==> config.mk <==
export PLATFORM = sky130hd
export DESIGN_NAME = sync_length_checksum_frame_receiver_core
export DESIGN_NICKNAME = d
export VERILOG_FILES = /design/src/slcfr_pkg.sv /design/src/slcfr_cfg_regs.sv /design/src/slcfr_parser.sv /design/src/sync_length_checksum_frame_receiver_core.sv
export SDC_FILE = /design/constraint.sdc
export NUM_CORES = 1
export LEC_CHECK = 0
export ABC_CLOCK_PERIOD_IN_PS = 9500
export BUFFER_PORTS_ARGS = -buffer_cell sky130_fd_sc_hd__buf_4
export CAP_MARGIN = 25
export CORE_UTILIZATION = 43
export DETAILED_ROUTE_END_ITERATION = 10
export GPL_TIMING_DRIVEN = 0
export PLACE_DENSITY = 0.73
export SYNTH_ARGS = -nofsm -noshare
export SYNTH_HDL_FRONTEND = slang
export SYNTH_SLANG_ARGS = --single-unit
==> constraint.sdc <==
create_clock -name i_clk -period 9.5 [get_ports i_clk]
set_input_delay 0.475 -clock i_clk [delete_from_list [all_inputs] [get_ports i_clk]]
set_output_delay 0.475 -clock i_clk [all_outputs]
set_load 0.01 [all_outputs]
==> src/slcfr_pkg.sv <==
// package: types, codes and reset constants for the frame receiver
`default_nettype none
package slcfr_pkg;

    localparam int unsigned CfgIndexW = 2;
    localparam int unsigned CfgDataW  = 16;

    localparam logic [15:0] TimeoutTicksReset = 16'd1000;
    localparam logic [15:0] ChecksumSeedReset = 16'hAB34;
    localparam logic [7:0]  FirstSyncReset    = 8'h41;
    localparam logic [7:0]  SecondSyncReset   = 8'h54;

    localparam logic [CfgIndexW-1:0] RegTimeoutTicks = 2'd0;
    localparam logic [CfgIndexW-1:0] RegChecksumSeed = 2'd1;
    localparam logic [CfgIndexW-1:0] RegFirstSync    = 2'd2;
    localparam logic [CfgIndexW-1:0] RegSecondSync   = 2'd3;

    localparam logic [15:0] TickMax = 16'hFFFF;

    typedef enum logic [2:0] {
        PH_IDLE     = 3'd0,
        PH_SYNC1    = 3'd1,
        PH_COMMAND  = 3'd2,
        PH_LENGTH   = 3'd3,
        PH_PAYLOAD  = 3'd4,
        PH_SUM_HIGH = 3'd5,
        PH_SUM_LOW  = 3'd6
    } t_phase;

    typedef enum logic [1:0] {
        KIND_PAYLOAD   = 2'd0,
        KIND_FRAME_END = 2'd1,
        KIND_TIMEOUT   = 2'd2
    } t_kind;

    localparam logic MODE_BYTE = 1'b0;
    localparam logic MODE_TICK = 1'b1;

    typedef struct packed {
        logic       mode;
        logic [7:0] rx_byte;
    } t_in_item;

    typedef struct packed {
        logic [1:0] kind;
        logic [7:0] payload_byte;
        logic [7:0] payload_index;
        logic [7:0] frame_command;
        logic [7:0] frame_length;
        logic       sum_ok;
    } t_out_item;

    typedef struct packed {
        logic [15:0] timeout_ticks;
        logic [15:0] checksum_seed;
        logic [7:0]  first_sync;
        logic [7:0]  second_sync;
    } t_cfg;

endpackage
`default_nettype wire

==> src/slcfr_cfg_regs.sv <==
// configuration registers of the frame receiver
`default_nettype none
module slcfr_cfg_regs (
    input  wire logic                           i_clk,
    input  wire logic                           i_rst_n,
    input  wire logic                           i_cfg_we,
    input  wire logic [slcfr_pkg::CfgIndexW-1:0] i_cfg_index,
    input  wire logic [slcfr_pkg::CfgDataW-1:0]  i_cfg_data,
    output slcfr_pkg::t_cfg                     o_cfg
);

    slcfr_pkg::t_cfg r_cfg;

    always_ff @(posedge i_clk) begin
        if (!i_rst_n) begin
            r_cfg.timeout_ticks <= slcfr_pkg::TimeoutTicksReset;
            r_cfg.checksum_seed <= slcfr_pkg::ChecksumSeedReset;
            r_cfg.first_sync    <= slcfr_pkg::FirstSyncReset;
            r_cfg.second_sync   <= slcfr_pkg::SecondSyncReset;
        end else if (i_cfg_we) begin
            case (i_cfg_index)
                slcfr_pkg::RegTimeoutTicks: r_cfg.timeout_ticks <= i_cfg_data;
                slcfr_pkg::RegChecksumSeed: r_cfg.checksum_seed <= i_cfg_data;
                slcfr_pkg::RegFirstSync:    r_cfg.first_sync    <= i_cfg_data[7:0];
                slcfr_pkg::RegSecondSync:   r_cfg.second_sync   <= i_cfg_data[7:0];
                default: ;
            endcase
        end
    end

    assign o_cfg = r_cfg;

endmodule
`default_nettype wire

==> src/slcfr_parser.sv <==
// frame parser: phase register, running sum, tick timer and result decode
`default_nettype none
module slcfr_parser (
    input  wire logic                 i_clk,
    input  wire logic                 i_rst_n,
    input  wire slcfr_pkg::t_cfg      i_cfg,
    input  wire logic                 i_en,
    input  wire slcfr_pkg::t_in_item  i_item,
    output logic                      o_res_valid,
    output slcfr_pkg::t_out_item      o_res
);

    slcfr_pkg::t_phase r_phase, n_phase;
    logic [15:0] r_running_sum, n_running_sum;
    logic [15:0] r_received_sum, n_received_sum;
    logic [7:0]  r_held_command, n_held_command;
    logic [7:0]  r_held_length, n_held_length;
    logic [7:0]  r_bytes_seen, n_bytes_seen;
    logic [15:0] r_tick_count, n_tick_count;
    logic        r_timer_active, n_timer_active;
    logic        r_timeout_pending, n_timeout_pending;

    logic [7:0]  b;
    logic [15:0] sum_plus_b;
    logic [15:0] tick_inc;
    logic [7:0]  seen_inc;

    always_ff @(posedge i_clk) begin
        if (!i_rst_n) begin
            r_phase           <= slcfr_pkg::PH_IDLE;
            r_running_sum     <= '0;
            r_received_sum    <= '0;
            r_held_command    <= '0;
            r_held_length     <= '0;
            r_bytes_seen      <= '0;
            r_tick_count      <= '0;
            r_timer_active    <= 1'b0;
            r_timeout_pending <= 1'b0;
        end else if (i_en) begin
            r_phase           <= n_phase;
            r_running_sum     <= n_running_sum;
            r_received_sum    <= n_received_sum;
            r_held_command    <= n_held_command;
            r_held_length     <= n_held_length;
            r_bytes_seen      <= n_bytes_seen;
            r_tick_count      <= n_tick_count;
            r_timer_active    <= n_timer_active;
            r_timeout_pending <= n_timeout_pending;
        end
    end

    assign b          = i_item.rx_byte;
    assign sum_plus_b = r_running_sum + {8'd0, b};
    assign tick_inc   = (r_tick_count < slcfr_pkg::TickMax) ? r_tick_count + 16'd1
                                                           : r_tick_count;
    assign seen_inc   = r_bytes_seen + 8'd1;

    always_comb begin
        n_phase           = r_phase;
        n_running_sum     = r_running_sum;
        n_received_sum    = r_received_sum;
        n_held_command    = r_held_command;
        n_held_length     = r_held_length;
        n_bytes_seen      = r_bytes_seen;
        n_tick_count      = r_tick_count;
        n_timer_active    = r_timer_active;
        n_timeout_pending = r_timeout_pending;
        o_res_valid       = 1'b0;
        o_res             = '0;

        if (i_item.mode == slcfr_pkg::MODE_TICK) begin
            // ticks only count while a frame is open
            if (r_timer_active) begin
                n_tick_count = tick_inc;
                if (tick_inc >= i_cfg.timeout_ticks) begin
                    n_phase           = slcfr_pkg::PH_IDLE;
                    n_timer_active    = 1'b0;
                    n_timeout_pending = 1'b1;
                end
            end
        end else begin
            case (r_phase)
                slcfr_pkg::PH_IDLE: begin
                    if (r_timeout_pending) begin
                        n_timeout_pending = 1'b0;
                        o_res_valid       = 1'b1;
                        o_res.kind        = slcfr_pkg::KIND_TIMEOUT;
                    end
                    if (b == i_cfg.first_sync) begin
                        n_phase = slcfr_pkg::PH_SYNC1;
                    end
                end
                slcfr_pkg::PH_SYNC1: begin
                    // second sync checked ahead of a repeated first sync
                    if (b == i_cfg.second_sync) begin
                        n_phase           = slcfr_pkg::PH_COMMAND;
                        n_bytes_seen      = '0;
                        n_running_sum     = i_cfg.checksum_seed;
                        n_tick_count      = '0;
                        n_timer_active    = 1'b1;
                        n_timeout_pending = 1'b0;
                    end else if (b != i_cfg.first_sync) begin
                        n_phase = slcfr_pkg::PH_IDLE;
                    end
                end
                slcfr_pkg::PH_COMMAND: begin
                    n_held_command = b;
                    n_running_sum  = sum_plus_b;
                    n_phase        = slcfr_pkg::PH_LENGTH;
                end
                slcfr_pkg::PH_LENGTH: begin
                    n_held_length = b;
                    n_running_sum = sum_plus_b;
                    n_phase       = (b == 8'd0) ? slcfr_pkg::PH_SUM_HIGH
                                                : slcfr_pkg::PH_PAYLOAD;
                end
                slcfr_pkg::PH_PAYLOAD: begin
                    n_running_sum       = sum_plus_b;
                    o_res_valid         = 1'b1;
                    o_res.kind          = slcfr_pkg::KIND_PAYLOAD;
                    o_res.payload_byte  = b;
                    o_res.payload_index = r_bytes_seen;
                    o_res.frame_command = r_held_command;
                    o_res.frame_length  = r_held_length;
                    n_bytes_seen        = seen_inc;
                    if (seen_inc == r_held_length) begin
                        n_phase = slcfr_pkg::PH_SUM_HIGH;
                    end
                end
                slcfr_pkg::PH_SUM_HIGH: begin
                    n_received_sum = {b, 8'd0};
                    n_phase        = slcfr_pkg::PH_SUM_LOW;
                end
                slcfr_pkg::PH_SUM_LOW: begin
                    n_received_sum      = {r_received_sum[15:8], b};
                    n_timer_active      = 1'b0;
                    o_res_valid         = 1'b1;
                    o_res.kind          = slcfr_pkg::KIND_FRAME_END;
                    o_res.frame_command = r_held_command;
                    o_res.frame_length  = r_held_length;
                    o_res.sum_ok        = ({r_received_sum[15:8], b} == r_running_sum);
                    n_phase             = slcfr_pkg::PH_IDLE;
                end
                default: begin
                    n_phase = slcfr_pkg::PH_IDLE;
                end
            endcase
        end
    end

endmodule
`default_nettype wire

==> src/sync_length_checksum_frame_receiver_core.sv <==
// top level of the sync, length and checksum frame receiver
// path: a request accepted into the input register leaves its result in the result
//   register at the edge at which the parser advances with it
// throughput: one request per cycle while the result channel does not stall, set by
//   the combinational parser between the input register and the result register
// reset: synchronous active-low, clears the parser state, both valid flags
//   and loads the configuration registers with their defaults
`default_nettype none
module sync_length_checksum_frame_receiver_core (
    input  wire logic                            i_clk,
    input  wire logic                            i_rst_n,
    // input channel
    input  wire logic                            i_in_valid,
    output logic                                 o_in_stall,
    input  wire slcfr_pkg::t_in_item             i_in,
    // result channel
    output logic                                 o_out_valid,
    input  wire logic                            i_out_stall,
    output slcfr_pkg::t_out_item                 o_out,
    // configuration write port
    input  wire logic                            i_cfg_we,
    input  wire logic [slcfr_pkg::CfgIndexW-1:0] i_cfg_index,
    input  wire logic [slcfr_pkg::CfgDataW-1:0]  i_cfg_data
);

    // input register holds one request until the parser takes it
    logic                 r_in_valid;
    slcfr_pkg::t_in_item  r_in;

    // result register parts the parser from the downstream stall
    logic                 r_out_valid;
    slcfr_pkg::t_out_item r_out;

    slcfr_pkg::t_cfg      cfg;
    logic                 advance;
    logic                 in_accept;
    logic                 res_valid;
    slcfr_pkg::t_out_item res;

    slcfr_cfg_regs u_cfg (
        .i_clk       (i_clk),
        .i_rst_n     (i_rst_n),
        .i_cfg_we    (i_cfg_we),
        .i_cfg_index (i_cfg_index),
        .i_cfg_data  (i_cfg_data),
        .o_cfg       (cfg)
    );

    // parser moves when it holds a request and the result slot is free or draining
    assign advance    = r_in_valid && (!r_out_valid || !i_out_stall);
    assign o_in_stall = r_in_valid && !advance;
    assign in_accept  = i_in_valid && !o_in_stall;

    slcfr_parser u_parser (
        .i_clk       (i_clk),
        .i_rst_n     (i_rst_n),
        .i_cfg       (cfg),
        .i_en        (advance),
        .i_item      (r_in),
        .o_res_valid (res_valid),
        .o_res       (res)
    );

    // input stage control
    always_ff @(posedge i_clk) begin
        if (!i_rst_n) begin
            r_in_valid <= 1'b0;
        end else if (in_accept) begin
            r_in_valid <= 1'b1;
        end else if (advance) begin
            r_in_valid <= 1'b0;
        end
    end

    // input stage payload
    always_ff @(posedge i_clk) begin
        if (in_accept) begin
            r_in <= i_in;
        end
    end

    // result stage control, ticks and silent bytes leave it empty
    always_ff @(posedge i_clk) begin
        if (!i_rst_n) begin
            r_out_valid <= 1'b0;
        end else if (advance) begin
            r_out_valid <= res_valid;
        end else if (!i_out_stall) begin
            r_out_valid <= 1'b0;
        end
    end

    // result stage payload
    always_ff @(posedge i_clk) begin
        if (advance) begin
            r_out <= res;
        end
    end

    assign o_out_valid = r_out_valid;
    assign o_out       = r_out;

endmodule
`default_nettype wire
==> After elaboration in Yosys (flattened, before gate mapping) <==
Index checks and enable logic that the tools add are counted.
{ "op_classes": {"eq_ne": 22, "reduce_logical": 36, "n_mux": 38, "addsub": 3, "bitwise": 4, "magnitude_cmp": 2} }
{ "op_table": {"columns": ["op", "n"], "rows": [
  ["$mux 16", 6],
  ["$pmux 16 s2", 2],
  ["$eq 8x8->1", 3],
  ["$mux 3", 7],
  ["$pmux 3 s6", 1],
  ["$add 16x1->16 const B", 1],
  ["$add 16x8->16", 1],
  ["$eq 16x16->1", 1],
  ["$ge 16x16->1", 1],
  ["$lt 16x16->1 const B", 1],
  ["$pmux 8 s2", 1],
  ["$reduce_and 4->1", 4],
  ["$mux 1", 15],
  ["$reduce_bool 2->1", 5],
  ["$eq 3x3->1 const B", 3],
  ["$ne 3x2->1 const B", 3],
  ["$reduce_and 3->1", 3],
  ["$add 8x1->8 const B", 1],
  ["$logic_not 8->1", 1],
  ["$mux 8", 1],
  ["$ne 2x1->1 const B", 4],
  ["$ne 8x8->1", 1],
  ["$reduce_and 2->1", 4],
  ["$reduce_or 2->1", 4],
  ["other kinds (18)", 31]
]} }
{ "word_totals": {"regBits": 163, "input_bits": 32, "word_cells": 128} }

==> Longest topological paths before layout <==
{ "logic_depth": {"depth_word": 8, "ltp_mapped": 15, "mapped_depth_nobuf": 13} }

==> By module <==
From an unflattened synthesis, not the netlist that was laid out.
{ "unflattened": {"hier_cells": 885, "hier_area_um2": 8329.2} }
{ "modules_own_cells": {"columns": ["mod", "n_inst", "cells_each", "seq_area_each_um2", "area_each_um2"], "rows": [
  ["slcfr_parser", 1, 648, 1381.3, 5007.3],
  ["slcfr_cfg_regs", 1, 185, 960.9, 1914.3],
  ["sync_length_checksum_frame_receiver_core", 1, 52, 1361.3, 1407.6]
]} }

==> Worst setup path after synthesis <==
No wires, ideal clock.
{ "synth_path": {"path_type": "register to register", "from": "register u_parser.r_tick_count[0]", "to": "register u_parser.r_phase[1]", "setup_slack_ps": 6238, "t_arrival_ps": 3140, "n_path_buf": 2, "path_stages_with_launch": 15, "path_cell_list": "dfxtp_1 ha_1 and3_1 clkbuf_1 and3_1 or4b_1 o21a_1 ha_1 a41oi_1 nand2_1 a221o_1 nand3_1 or4_1 buf_2 mux2i_1"} }
{ "synth_via": {"elab_chain_len": 5, "word_cells_on_any_way": 6} }
{ "synth_rtl": {"columns": ["item", "line", "text"], "rows": [
  ["from (decl)", "slcfr_parser.sv:19", "logic [15:0] r_tick_count, n_tick_count;"],
  ["from (signal assigned)", "slcfr_parser.sv:46", "r_tick_count <= n_tick_count;"],
  ["$add 16x1->16 or $lt 16x16->1 (tied branches)", "slcfr_parser.sv:54", "assign tick_inc = (r_tick_count < slcfr_pkg::TickMax) ? r_tick_count + 16'd1"],
  ["$mux 16 (*)", "slcfr_parser.sv:54", null],
  ["$ge 16x16->1 (*)", "slcfr_parser.sv:75", "if (tick_inc >= i_cfg.timeout_ticks) begin"],
  ["$ne 2x1->1 (no source line) (*)", null, null],
  ["$reduce_and 6->1 (no source line) (*)", null, null],
  ["to (signal assigned)", "slcfr_parser.sv:30", "r_phase <= slcfr_pkg::PH_IDLE;"],
  ["to (signal assigned)", "slcfr_parser.sv:40", "r_phase <= n_phase;"],
  ["to (decl)", "slcfr_parser.sv:13", "slcfr_pkg::t_phase r_phase, n_phase;"]
]} }
Every way passes the cells marked *; elsewhere a longest branch is shown, timed or not.
A chain may end at the register's enable or synchronous reset.

==> Final worst setup path <==
{ "layout_path": {"from": "register u_parser.r_tick_count[13]", "to": "register u_parser.r_phase[0]"} }
Same word-level chain as after synthesis.

==> key figures <==
Outcome
  – Run status: finished with violations
  – Failing checks: design-rule violations

Worst setup path
  – CP max FO: 10
  – Cell family with most CP delay: simple AND/OR/NAND/NOR gates
  – Critical Path Max Stage Delay: 390 ps
  – Crit path launch type: flop
  – CP endpoint kind: flop
  – Data required, critical path: 9850 ps
  – Arrival @ worst endpoint: 4330 ps
  – Crit-path cells: clkbuf_1 -> nand4_1 -> nor3_1 -> nand2_1 -> nand4_1 -> xnor2_1 -> ha_1 -> a21o_1 -> a221oi_1 -> o21ai_0 -> a221o_1 -> nand3_1 -> or4_1 -> buf_2 -> mux2i_1
  – Max stage delay cell, worst path: nor3_1
  – Critical path buffers and inverters: 2
  – Crit Path Category: reg2reg
  – Most common cell on crit path: nand4_1

Synthesis
  – Sequential area share after synthesis: 0.461
  – Mean Syn Cell Area: 8.79 um2
  – Mapped Area: 8040 um2
  – Mapped Cells: 915
  – Yosys cell types: 63
  – Synth Net Count: 974
  – Leading post-synthesis cells by cell area: dfxtp_1, edfxtp_1, nand2_1
  – Top-area cell type share of the netlist area: 0.296
  – Primary FF master, synth: dfxtp_1
  – Post-synth EDFFs: 44
  – Fraction of registers with async set/reset: 0
  – Post-synthesis register bit count: 163
  – Area leader, netlist: dfxtp_1
  – Synth warn: 0

Route
  – First drt pass iteration count: 8
  – Routed WL: 20700 um
  – Number of DRC markers in iteration 0: 401
  – Vias/cell: 5.58
  – DRT antenna net count: 0
  – Routed wire per std cell: 16.7 um
  – DR vias: 6935
  – DR DRC count: 10

Die
  – Core Region: 18100 um2
  – Die Ht: 139 um
  – Row count: 49
  – Chip Width: 139 um
  – # IOs: 69
  – Die ar.: 19200 um2
  – Starting Density: 0.443

Pwr
  – Clk pwr share: 0.466
  – Reg power frac: 0.477
  – Peak VDD IR: 0.183 mV
  – Cell Int Power: 1180 uW
  – Cell area power density: 163 nW/um2
  – P_leak: 0.00378 uW
  – Switching Power: 357 uW
  – Net Sw Frac: 0.232
  – Comb power frac: 0.057

Worst hold path
  – Worst hold path type: in2reg

Timing
  – Slew Limit Fails: 0
  – Max-slew headroom: 0.420
  – Final hold viol count: 0
  – Setup TNS: 0 ps
  – Highest clock rate: 251 MHz
  – Final hold slack: 223 ps
  – Final WS setup: 5520 ps
  – Slew of the pin with the lowest slew margin: 866 ps
  – Final Setup Violations: 0
  – Min cycle time layout: 3980 ps
  – RSZ-0062 raised after global routing: false
  – Final period util: 0.419
  – Clock Skews: 9.49 ps

Flow run
  – Max Cap Viol: 0

CTS
  – H-tree depth: 4
  – Clock tree buffer depth: 2
  – CTS clock-pin slew for the worst setup and hold paths: 70 ps
  – Post-CTS Resized: 0
  – CTS Root Buffer Type: clkbuf_16
  – Clock Latency Late Sink: 430 ps
  – Clock sink count: 163
  – Hold_buf cts: 0
  – Total CTS buffers: 17
  – CTS tree: done
  – Setup bufs post-CTS: 0

Global routing
  – GR peak layer: met2
  – Remaining Overflow, GRT: 0
  – Initial antenna violation count: 0
  – GR Util met1: 0.287
  – Number of global-route vias before repair: 6466
  – Met3 Usage GRT: 0.0411
  – First-pass GRT wire length: 33300 um
  – Largest net degree at the start of global routing: 42
  – GRT met2 Usage: 0.361
  – Gr usage total: 0.219

Finish
  – Fillers: 1702
  – Most frequent cells in the layout: nand2_1, dfxtp_1, nor2_1
  – Number of diodes: 0
  – Final Instance Count excl. Fillers: 1242
  – Most common cell after layout, fill and taps aside: nand2_1
  – Final Cell Area: 9440 um2
  – Layout cell share with drive strength beyond 1: 0.120
  – Layout area overhead: 17.4%
  – Final net count: 1059

Place
  – PortBufs: 66
  – Dpl ws: 5660 ps
  – Dpl hpwl: 14800 um
  – Cells after DPL: 1210
  – Dpl cell area: 8820 um2
  – Routability Congestion: 0.900
==> sequential cells by signal (all words and copies together) (netlist names), 3 cells and up <==
name / flops
o_out: 35
r_in: 9
u_cfg.o_cfg: 48
u_parser.r_bytes_seen: 8
u_parser.r_held_command: 8
u_parser.r_held_length: 8
u_parser.r_phase: 3
u_parser.r_received_sum: 8
u_parser.r_running_sum: 16
u_parser.r_tick_count: 16
==> synthesized netlist by cell type, types with 5 or more instances <==
cell type and count:
a21o_1 10, a21oi_1 70, a22oi_1 6, a31oi_1 12, and2_1 21, and3_1 28
buf_2 6, clkbuf_1 45, dfxtp_1 119, edfxtp_1 44, ha_1 26, inv_1 21
mux2i_1 24, nand2_1 155, nand3_1 45, nand4_1 14, nor2_1 73, nor2b_1 9
nor3_1 17, nor4_1 7, o211ai_1 7, o21a_1 8, o21ai_0 27, o31ai_1 5
or2_2 6, or3_1 5, xnor2_1 32, xor2_1 14
==> layer usage <==
metal  wire, um  share of wire  vias up
met5          0              0        -
li1           -              -     3400
met2       9480           0.46      237
met3       1400          0.067       39
met1       9300           0.45     3259
met4        532          0.026        0
==> worst paths after layout <==
kind	from	end	slack, ps	depth (start not counted)
hold / removal	i_in[1]	r_in[1]	220	1
setup / recovery	u_parser.r_tick_count[13]	u_parser.r_phase[0]	5520	15
setup reg to reg	u_parser.r_tick_count[13]	u_parser.r_phase[0]	5520	15
hold reg to reg	u_cfg.o_cfg[34]	u_cfg.o_cfg[34]	460	2
==> worst reg2reg max path, stage by stage (launching register included) <==
cell	delay, ps
dfxtp_1	310
clkbuf_1	260
nand4_1	190
nor3_1	390
nand2_1	330
nand4_1	250
xnor2_1	200
ha_1	300
a21o_1	190
a221oi_1	290
o21ai_0	180
a221o_1	390
nand3_1	150
or4_1	140
buf_2	140
mux2i_1	210
==> layout make-up <==
class,count,area (um2),share of cell area
Inverter,22,82.6,0.00875
Clock buffer,18,439,0.0465
Clock inverter,14,178,0.0188
Multi-Input combinational cell,676,4040,0.428
Timing Repair Buffer,66,495,0.0525
Tap cell,229,287,0.0304
Sequential cell,163,3700,0.392
Buffer,54,218,0.0231
==> power by group through the flow <==
stage               logic (uW)  registers, uW  clock network (uW)
global placement          84.8            749                   0
floorplan                 45.2            749                   0
CTS                       86.8            733                 723
detailed placement        86.1            749                   0
finish                    87.2            733                 717
global route              94.6            734                 753
==> kinds of logic (layout without fill, tap and decap cells) <==
logic type	count (synthesis)	after routing	synth area share
simple gates	406	406	0.244
compound gates	171	171	0.132
flops	163	163	0.461
buf+inv	76	174	0.0374
xor+xnor	46	46	0.0501
fa+ha+maj	27	27	0.0430
mux	26	26	0.0327
==> stage by stage <==
stage               power (uW)  utilization
finish                    1540        0.520
global route              1580        0.520
CTS                       1540        0.520
detailed placement         835        0.486
global placement           833        0.486
floorplan                  794            -
Note: power is estimated with default switching activity, not from simulation.
